File: src/rtl/cap_pkg.sv
// shared types and constants of the class argmax persistence filter
`timescale 1ns / 1ps

package cap_pkg;

  localparam int SCORE_W = 8;
  localparam int CLASS_W = 6;
  localparam int COUNT_W = 8;

  localparam logic [COUNT_W-1:0] COUNT_MAX = 8'd255;

  // configuration register indexes
  localparam logic CFG_THRESHOLD = 1'b0;
  localparam logic CFG_REPEATS   = 1'b1;

  localparam logic [SCORE_W-1:0] THRESHOLD_RESET = 8'd200;
  localparam logic [COUNT_W-1:0] REPEATS_RESET   = 8'd3;

  typedef struct packed {
    logic [SCORE_W-1:0] threshold;
    logic [COUNT_W-1:0] repeats;
  } cfg_t;

  // argmax of one finished frame
  typedef struct packed {
    logic [SCORE_W-1:0] best;
    logic [CLASS_W-1:0] cls;
  } frame_sum_t;

  typedef struct packed {
    logic               show;
    logic               detected;
    logic [CLASS_W-1:0] sign_class;
    logic [SCORE_W-1:0] best_score;
  } result_t;

endpackage

File: src/rtl/cap_argmax.sv
// running argmax over the scores of one frame
`timescale 1ns / 1ps

module cap_argmax #(
  parameter int MAX_CLASSES = 64
) (
  input  logic                      clk,
  input  logic                      rst,
  input  logic                      in_valid,
  output logic                      in_ready,
  input  logic [cap_pkg::SCORE_W-1:0] score,
  input  logic                      frame_end,
  output logic                      sum_valid,
  input  logic                      sum_ready,
  output cap_pkg::frame_sum_t       sum
);
  import cap_pkg::*;

  localparam int IDX_W = $clog2(MAX_CLASSES);
  localparam int POS_W = $clog2(MAX_CLASSES + 1);
  localparam int EXT_W = (IDX_W > CLASS_W) ? IDX_W : CLASS_W;

  logic [SCORE_W-1:0] running_max;
  logic [IDX_W-1:0]   running_index;
  logic [POS_W-1:0]   position;

  logic               in_take;
  logic               in_room;
  logic               hit;
  logic [SCORE_W-1:0] running_max_next;
  logic [IDX_W-1:0]   running_index_next;
  logic [POS_W-1:0]   position_next;
  logic [EXT_W-1:0]   index_ext;

  assign in_ready = !sum_valid || sum_ready;
  assign in_take  = in_valid && in_ready;

  always_comb begin
    in_room            = position < POS_W'(MAX_CLASSES);
    // strict compare keeps the lowest index on a tie
    hit                = in_room && (score > running_max);
    running_max_next   = hit ? score : running_max;
    running_index_next = hit ? position[IDX_W-1:0] : running_index;
    position_next      = in_room ? position + 1'b1 : position;
    index_ext          = EXT_W'(running_index_next);
  end

  always_ff @(posedge clk) begin
    if (rst) begin
      running_max   <= '0;
      running_index <= '0;
      position      <= '0;
      sum_valid     <= 1'b0;
    end else begin
      if (in_take) begin
        if (frame_end) begin
          running_max   <= '0;
          running_index <= '0;
          position      <= '0;
          sum.best      <= running_max_next;
          sum.cls       <= index_ext[CLASS_W-1:0];
        end else begin
          running_max   <= running_max_next;
          running_index <= running_index_next;
          position      <= position_next;
        end
      end
      if (in_take && frame_end) begin
        sum_valid <= 1'b1;
      end else if (sum_ready) begin
        sum_valid <= 1'b0;
      end
    end
  end

endmodule

File: src/rtl/cap_persist.sv
// threshold decision, repeat filter and result register
`timescale 1ns / 1ps

module cap_persist (
  input  logic                clk,
  input  logic                rst,
  input  cap_pkg::cfg_t       cfg,
  input  logic                sum_valid,
  output logic                sum_ready,
  input  cap_pkg::frame_sum_t sum,
  output logic                out_valid,
  input  logic                out_ready,
  output cap_pkg::result_t    res
);
  import cap_pkg::*;

  typedef enum logic [1:0] {
    KIND_UNSEEN  = 2'd0,
    KIND_NOTHING = 2'd1,
    KIND_CLASS   = 2'd2
  } kind_t;

  kind_t              prior_kind;
  logic [CLASS_W-1:0] prior_class;
  logic [COUNT_W-1:0] run_count;

  logic               take;
  logic               det;
  kind_t              kind;
  logic [CLASS_W-1:0] cls;
  logic               same;
  logic [COUNT_W-1:0] run_count_next;
  logic               show;

  assign sum_ready = !out_valid || out_ready;
  assign take      = sum_valid && sum_ready;

  always_comb begin
    det  = sum.best > cfg.threshold;
    if (det) begin
      kind = KIND_CLASS;
    end else begin
      kind = KIND_NOTHING;
    end
    cls  = det ? sum.cls : '0;
    same = (prior_kind == kind) && ((kind != KIND_CLASS) || (prior_class == cls));
    if (!same) begin
      run_count_next = COUNT_W'(1);
    end else if (run_count == COUNT_MAX) begin
      run_count_next = run_count;
    end else begin
      run_count_next = run_count + 1'b1;
    end
    show = run_count_next >= cfg.repeats;
  end

  always_ff @(posedge clk) begin
    if (rst) begin
      prior_kind  <= KIND_UNSEEN;
      prior_class <= '0;
      run_count   <= '0;
      out_valid   <= 1'b0;
    end else begin
      if (take) begin
        out_valid      <= 1'b1;
        prior_kind     <= kind;
        run_count      <= run_count_next;
        if (det) begin
          prior_class <= cls;
        end
        res.show       <= show;
        res.detected   <= det;
        res.sign_class <= cls;
        res.best_score <= sum.best;
      end else if (out_ready) begin
        out_valid <= 1'b0;
      end
    end
  end

endmodule

File: src/rtl/class_argmax_persistence_filter.sv
// argmax over per-class scores with strict threshold and repeat debounce
// throughput: one score beat per cycle while in_ready is high, set by the compare and update of the argmax
// out_valid rises after the accepted frame_end beat has passed the summary register and then the result register
// a stalled output holds one result plus one frame summary before in_ready drops
// rst is synchronous: clears argmax, decision history and valid flags, loads 200 and 3
`timescale 1ns / 1ps

module class_argmax_persistence_filter #(
  parameter int MAX_CLASSES = 64
) (
  input  logic                        clk,
  input  logic                        rst,
  // configuration write port
  input  logic                        cfg_write,
  input  logic                        cfg_index,
  input  logic [cap_pkg::SCORE_W-1:0] cfg_data,
  // score beats
  input  logic                        in_valid,
  output logic                        in_ready,
  input  logic [cap_pkg::SCORE_W-1:0] score,
  input  logic                        frame_end,
  // one result beat per frame
  output logic                        out_valid,
  input  logic                        out_ready,
  output logic                        show,
  output logic                        detected,
  output logic [cap_pkg::CLASS_W-1:0] sign_class,
  output logic [cap_pkg::SCORE_W-1:0] best_score
);
  import cap_pkg::*;

  cfg_t       cfg;
  logic       sum_valid;
  logic       sum_ready;
  frame_sum_t sum;
  result_t    res;

  // configuration registers; write them only while no frame is in flight (the block does not enforce this)
  always_ff @(posedge clk) begin
    if (rst) begin
      cfg.threshold <= THRESHOLD_RESET;
      cfg.repeats   <= REPEATS_RESET;
    end else if (cfg_write) begin
      unique case (cfg_index)
        CFG_THRESHOLD: cfg.threshold <= cfg_data;
        CFG_REPEATS:   cfg.repeats   <= cfg_data;
      endcase
    end
  end

  // first stage: running max, first index wins a tie, summary latched on frame_end
  cap_argmax #(
    .MAX_CLASSES(MAX_CLASSES)
  ) u_argmax (
    .clk      (clk),
    .rst      (rst),
    .in_valid (in_valid),
    .in_ready (in_ready),
    .score    (score),
    .frame_end(frame_end),
    .sum_valid(sum_valid),
    .sum_ready(sum_ready),
    .sum      (sum)
  );

  // second stage: threshold, repeat count and the result register
  cap_persist u_persist (
    .clk      (clk),
    .rst      (rst),
    .cfg      (cfg),
    .sum_valid(sum_valid),
    .sum_ready(sum_ready),
    .sum      (sum),
    .out_valid(out_valid),
    .out_ready(out_ready),
    .res      (res)
  );

  assign show       = res.show;
  assign detected   = res.detected;
  assign sign_class = res.sign_class;
  assign best_score = res.best_score;

endmodule

File: config.mk
export PLATFORM = sky130hd
export DESIGN_NAME = class_argmax_persistence_filter
export DESIGN_NICKNAME = d
export VERILOG_FILES = /design/src/rtl/cap_pkg.sv /design/src/rtl/cap_argmax.sv /design/src/rtl/cap_persist.sv /design/src/rtl/class_argmax_persistence_filter.sv
export SDC_FILE = /design/constraint.sdc
export NUM_CORES = 1
export LEC_CHECK = 0
export BUFFER_PORTS_ARGS = -buffer_cell sky130_fd_sc_hd__buf_2
export CAP_MARGIN = 20
export CORE_MARGIN = 3
export CORE_UTILIZATION = 55
export CTS_BUF_LIST = sky130_fd_sc_hd__clkbuf_4
export DETAILED_ROUTE_END_ITERATION = 10
export GPL_TIMING_DRIVEN = 0
export PLACE_DENSITY = 0.89
export SETUP_SLACK_MARGIN = 0.3
export SLEW_MARGIN = 5
export SYNTH_ARGS = -nofsm -noshare
export SYNTH_HDL_FRONTEND = slang
export SYNTH_SLANG_ARGS = --single-unit
File: constraint.sdc
create_clock -name clk -period 3.2 [get_ports clk]
set_input_delay 0 -clock clk [delete_from_list [all_inputs] [get_ports clk]]
set_output_delay 0 -clock clk [all_outputs]
set_load 0.02 [all_outputs]
* After elaboration in Yosys (flattened, before gate mapping)
Cells that the tools add are included.
** Word-level totals
- Register bits after elaboration :: 85
- Latch bits :: 0
- RAM bits :: 0
- Memory bits (read-only) :: 0
- Output and inout port bits :: 18
- Logic and storage cells :: 61
- Memories kept :: 0
** Cells by class
- Add/subtract/negate cells :: 2
- $mul :: 0
- Divide/modulo/power cells :: 0
- $lt $le $gt $ge :: 4
- Eq/ne operators :: 4
- Shift operators :: 0
- Mux-type cells :: 14
- Bitwise operators :: 2
- Reduce and logical (&&, ||, !) cells :: 19
** Operators with widths (count)
- $mux W8 :: 4
- $mux W6 :: 3
- $gt A8 B8 Y1 :: 2
- $mux W7 :: 2
- $reduce_and A2 Y1 :: 5
- $add A8 B1 Y8 const B :: 1
- $eq A8 B8 Y1 const B :: 1
- $ge A8 B8 Y1 :: 1
- $add A7 B1 Y7 const B :: 1
- $lt A7 B7 Y1 const B :: 1
- $eq A6 B6 Y1 :: 1
- $reduce_bool A2 Y1 :: 3
- $logic_and A1 B1 Y1 :: 5
- $mux W1 :: 4
- $logic_or A1 B1 Y1 :: 3
- $reduce_and A3 Y1 :: 1
- $eq A2 B2 Y1 :: 1
- $logic_not A1 Y1 :: 2
- $mux W2 :: 1
- $ne A2 B2 Y1 const B :: 1
- $not A1 Y1 :: 2

* Depth between registers and ports, before layout
- Word-level depth :: 7
- Mapped depth :: 15
- Depth with buffers taken out :: 15

* Cells and area by module
Synthesis repeated with hierarchy kept, for this count alone.
** Unflattened totals
- Cells, all modules :: 427
- Area, all modules :: 4421.7 µm²
** Modules (own cells, without submodules)
- cap_persist :: instances 1, cells each 216, area an instance 2074.5 µm²
- cap_argmax :: instances 1, cells each 143, area an instance 1669.1 µm²
- class_argmax_persistence_filter :: instances 1, cells each 68, area an instance 678.2 µm²

* Worst setup path before layout
No wires, ideal clock.
- Kind :: reg2reg
- Start point :: reg, netlist name u_argmax.sum[7]
- End point :: reg, netlist name u_persist.res[15]
- Arrival time :: 2.847 ns
- Required time :: 2.941 ns
- Setup slack :: 0.094 ns
- Stages on the path, launching flop included :: 15
- Path buffers :: 0
- Clock period less this slack :: 3.106 ns
- Cell sequence :: edfxtp_1 ha_1 nor2b_1 o211ai_1 a211oi_2 nor3_4 nor2_2 nor2_1 ha_1 nand2b_1 a21o_1 a21o_1 a211o_1 a21oi_1 o21ai_1
** On the way
- Word-level cells in the longest chain between the ends :: 7
** RTL lines
- $gt A8 B8 Y1 (*) :: line cap_persist.sv:39 : det = sum.best > cfg.threshold;
- $mux W6 / $mux W2 (equally long branches) :: line cap_persist.sv:45, cap_persist.sv:40
- $eq A6 B6 Y1 / $ne A2 B2 Y1 (equally long branches) :: line cap_persist.sv:46 : same = (prior_kind == kind) && ((kind != KIND_CLASS) || (prior_class == cls));
- $logic_or A1 B1 Y1 :: line cap_persist.sv:46
- $logic_and A1 B1 Y1 (*) :: line cap_persist.sv:46
- $mux W8 (*) :: line cap_persist.sv:47 : if (!same) begin
- $ge A8 B8 Y1 (*) :: line cap_persist.sv:54 : show = run_count_next >= cfg.repeats;
- net u_persist.show :: line cap_persist.sv:33 : logic show;
The timed path passes the listed nets; every way through them passes the cells marked *.
A chain may end at the register's enable or synchronous reset.

* Worst setup path after layout
- Start point :: reg, netlist name u_argmax.sum[7]
- End point :: reg, netlist name u_persist.res[15]
** On the way
- Word-level cells in the longest chain between the ends :: 7
** RTL lines (line)
- $gt A8 B8 Y1 (*) :: cap_persist.sv:39
- $mux W6 / $mux W2 (equally long branches) :: cap_persist.sv:45, cap_persist.sv:40
- $eq A6 B6 Y1 / $ne A2 B2 Y1 (equally long branches) :: cap_persist.sv:46
- $logic_or A1 B1 Y1 :: cap_persist.sv:46
- $logic_and A1 B1 Y1 (*) :: cap_persist.sv:46
- $mux W8 (*) :: cap_persist.sv:47
- $ge A8 B8 Y1 (*) :: cap_persist.sv:54
- net u_persist.show :: cap_persist.sv:33
Marks and branches as above.

==> out/qor.csv <==
stage,metric,value,unit
clocking,Num CTS Buffers,9,
placed_design,IO Port Bufs,39,
global_route,largest net degree at the start of global routing,17,
clocking,"Clk Latency, worst-skew pair",460,ps
synth,"EDFF count, synth",30,
worst_setup_path,Crit path max-delay family,compound AO/OA/AOI/OAI gates,
layout,sequential standard cell area,2002,um^2
global_route,global-route wire length before repair,16290,um
floorplan,IO Pins,41,
synth,largest cells by area after synthesis,"dfxtp_1, edfxtp_1, ha_1",
worst_setup_path,Required @ worst endpoint,3430,ps
layout,fin nets,566,
routing,Final ANT Viol Nets,0,
status,outcome,"complete, no violations",
timing,clock skew,22.66,ps
floorplan,DIE WIDTH,94.37,um
timing,unrepaired setup endpoints after global routing,yes,
global_route,total gr overflow,0,
layout,multi-input logic area,2115,um^2
clocking,depth of the CTS H-tree,3,
synth,Seq cells post-synth,85,
clocking,CTS tree,yes,
worst_setup_path,arrival time at the worst endpoint,3430,ps
power,Clock power frac,0.306,
synth,Post-Syn Instances,427,
worst_setup_path,CP Capture Type,flip-flop,
clocking,Clock Tree Root,clkbuf_4,
power,Psw,0.5784,mW
power,Leakage,2.081,nW
synth,"Net Count, Synth",476,
power,Sw Ratio,0.2732,
synth,Synth top area share,0.2563,
global_route,GRT Total Usage,0.2351,
power,Int Power,1.539,mW
timing,period utilization,0.9991,
power,Pwr Total,2.117,mW
worst_setup_path,max incr delay on CP,470,ps
floorplan,Initial Util,0.5798,
global_route,vias in the first global route,3563,
timing,final hold vios,0,
synth,synthesized area,4295,um^2
job,Max-Cap Viols,0,
worst_setup_path,Critical Path Start Type,flip-flop,
floorplan,area of the die,8906,um^2
worst_hold_path,Hold WC Path Type,in -> reg,
synth,Synth Flop Type,dfxtp_1,
routing,1st-pass router iterations,5,
clocking,CTS sink cnt,85,
layout,Inserted Diodes,0,
floorplan,Die Y,94.37,um
power,power density over the cells,405.5,nW/um^2
timing,Pins Over Slew Limit,0,
layout,fill count,500,
power,logic gate share of total power,0.142,
placed_design,GP Congestion,0.8779,
placed_design,DP Cell Count,567,
synth,"Seq/Total Area, Yosys",0.4661,
timing,Setup Viol. Count Final,0,
synth,asr flop ratio synth,0,
layout,Synth-to-Final Area Change,21.56,%
synth,largest area contributor in the netlist,dfxtp_1,
layout,share of cells above drive strength 1,0.2107,
routing,first-iteration detailed-routing DRC count,202,
layout,non-filler cells in the finished layout,621,
routing,DRC errors left,0,
routing,Vias/cell,5.705,
timing,Worst-Margin Slew,776.2,ps
worst_setup_path,CP dominant cell by count,a21o_1,
worst_setup_path,crit path cell chain,ha_4 > nor2b_4 > o211ai_1 > buf_4 > a211o_4 > a21oi_4 > nor2_4 > nor2_2 > ha_1 > nand2b_4 > a21o_1 > a21o_1 > a211o_1 > a21oi_2 > o21ai_1,
timing,crit path time final,3197,ps
routing,Routed Wire Length,10050,um
worst_setup_path,Crit Path Max Fanout,5,
power,Max VDD drop,0.2844,mV
placed_design,HPWL after DPL,6850,um
worst_setup_path,critical path's slowest cell,edfxtp_1,
timing,Fmax achieved,312.8,MHz
routing,via count,3543,
power,sequential share of power,0.552,
worst_setup_path,crit path kind,reg -> reg,
worst_setup_path,Worst Path Buf+Inv,1,
synth,Avg Inst Size Synth,10.06,um^2
global_route,initial antenna violation count,0,
floorplan,core area,7408,um^2
clocking,clock-pin slew on the worst setup and hold paths,150,ps
timing,slew margin rel.,0.4825,
synth,Yosys warnings,0,
routing,DR WL/cell,16.18,um
clocking,Clock Path Buffers,2,
synth,number of unique standard cell types used by synthesis,54,
floorplan,Rows,31,
## metrics by stage
step | setup TNS [ps] | hold WS, ps | utilization | worst slack, ps | instance area (um^2)
finish | 0 | 54.71 | 0.7048 | 2.727 | 5221
global route | -123.5 | 96.36 | 0.7048 | -123.5 | 5221
CTS | 0 | 19.26 | 0.6985 | 79.08 | 5175
detailed placement | -105.7 | 238.5 | 0.6273 | -105.7 | 4647
global placement | 0 | 232.8 | 0.6235 | 19.65 | 4619
floorplan | 0 | 117.8 | - | 204.3 | 4300
## cell usage after synthesis, types with 6 or more instances
| library cell | n |
|---|---|
| o21ai_1 | 6 |
| and2_1 | 10 |
| mux2i_1 | 19 |
| dfxtp_1 | 55 |
| nor2_1 | 35 |
| o32ai_2 | 10 |
| ha_1 | 26 |
| nand3b_1 | 6 |
| xor2_1 | 6 |
| inv_1 | 48 |
| nand4_1 | 7 |
| nand2b_1 | 8 |
| nor3_1 | 6 |
| clkbuf_1 | 6 |
| edfxtp_1 | 30 |
| nand3_1 | 6 |
| nand2_1 | 37 |
| xnor2_1 | 7 |
| a21oi_1 | 31 |
## kinds of logic after synthesis
| logic type | share of synthesized area |
|---|---|
| AOI/OAI and AO/OA | 0.1713 |
| xor gates and xnor gates | 0.02651 |
| adders and majority gates | 0.07574 |
| buffers and inverters | 0.06146 |
| DFF | 0.4661 |
| muxes | 0.04690 |
| and+or+nand+nor | 0.1521 |
## layout make-up
| type | instances | share of cell area |
|---|---|---|
| buffer | 15 | 0.01606 |
| clock buffer | 10 | 0.01438 |
| clock inverter | 6 | 0.01366 |
| inverter | 48 | 0.03451 |
| multi-input combinational | 279 | 0.4050 |
| sequential | 85 | 0.3834 |
| tap | 99 | 0.02372 |
| timing repair buffer | 79 | 0.1093 |
## flip-flops by register name (all words and copies together) (netlist names), 2 cells and up
register,cells
u_persist.prior_kind,2
u_persist.res,16
u_argmax.sum,14
cfg,16
u_persist.run_count,8
u_argmax.running_index,6
u_argmax.running_max,8
u_persist.prior_class,6
u_argmax.position,7
## cell usage in the layout, fill, tap and decap left out, drive strengths merged, types with 5 or more instances in the layout
master	netlist	routed
mux2i	19	19
nand3b	6	6
dfxtp	55	55
nor2b	6	6
a211o	5	5
nor3	7	7
edfxtp	30	30
xor2	6	6
o32ai	14	14
o21ai	9	9
nand2	37	37
buf	9	61
and2	11	11
inv	48	51
nand3	6	6
a21oi	32	32
dlygate4sd3	0	27
nand2b	8	8
nand4	8	8
nor2	38	38
ha	26	26
a211oi	8	8
xnor2	7	7
clkbuf	6	16
## metal layers
layer  global-route usage  vias up  share of wire
met5                    0        -              0
li1                     -     1683              -
met2               0.4155      143           0.52
met1               0.2697     1687           0.40
met4              0.09868        0          0.022
met3              0.05976       30          0.058
## what timing repair did
action | in CTS | in global routing
hold buffers | 27 | 0
pin swaps | 10 | 5
buffers inserted | 9 | 2
resized for setup | 8 | 5
hold endpoints to repair | 40 | 0
setup endpoints to repair | 1 | 1
## power by group through the flow
stage	combinational (mW)	clock (mW)	sequential (mW)
6_report	0.300	0.649	1.17
2_1_floorplan	0.172	0	1.19
3_5_place_dp	0.247	0	1.19
5_1_grt	0.326	0.699	1.17
3_3_place_gp	0.231	0	1.19
4_1_cts	0.287	0.658	1.17
## final timing paths
kind                           start                       to  slack (ps)  depth (start not counted)
max                  u_argmax.sum[7]        u_persist.res[15]           3                         15
min reg2reg  u_persist.prior_kind[1]  u_persist.prior_kind[1]         470                          2
max reg2reg          u_argmax.sum[7]        u_persist.res[15]           3                         15
min                              rst   u_persist.run_count[0]          50                          3
## worst register-to-register path, delay by kind of cell, from the launching register on
kind	cells	cell delay, ps
simple gates	4	410
fa+ha+maj	2	530
flops	1	470
buf+inv	1	170
compound gates	8	1400
Power figures use the tool's default switching activity.
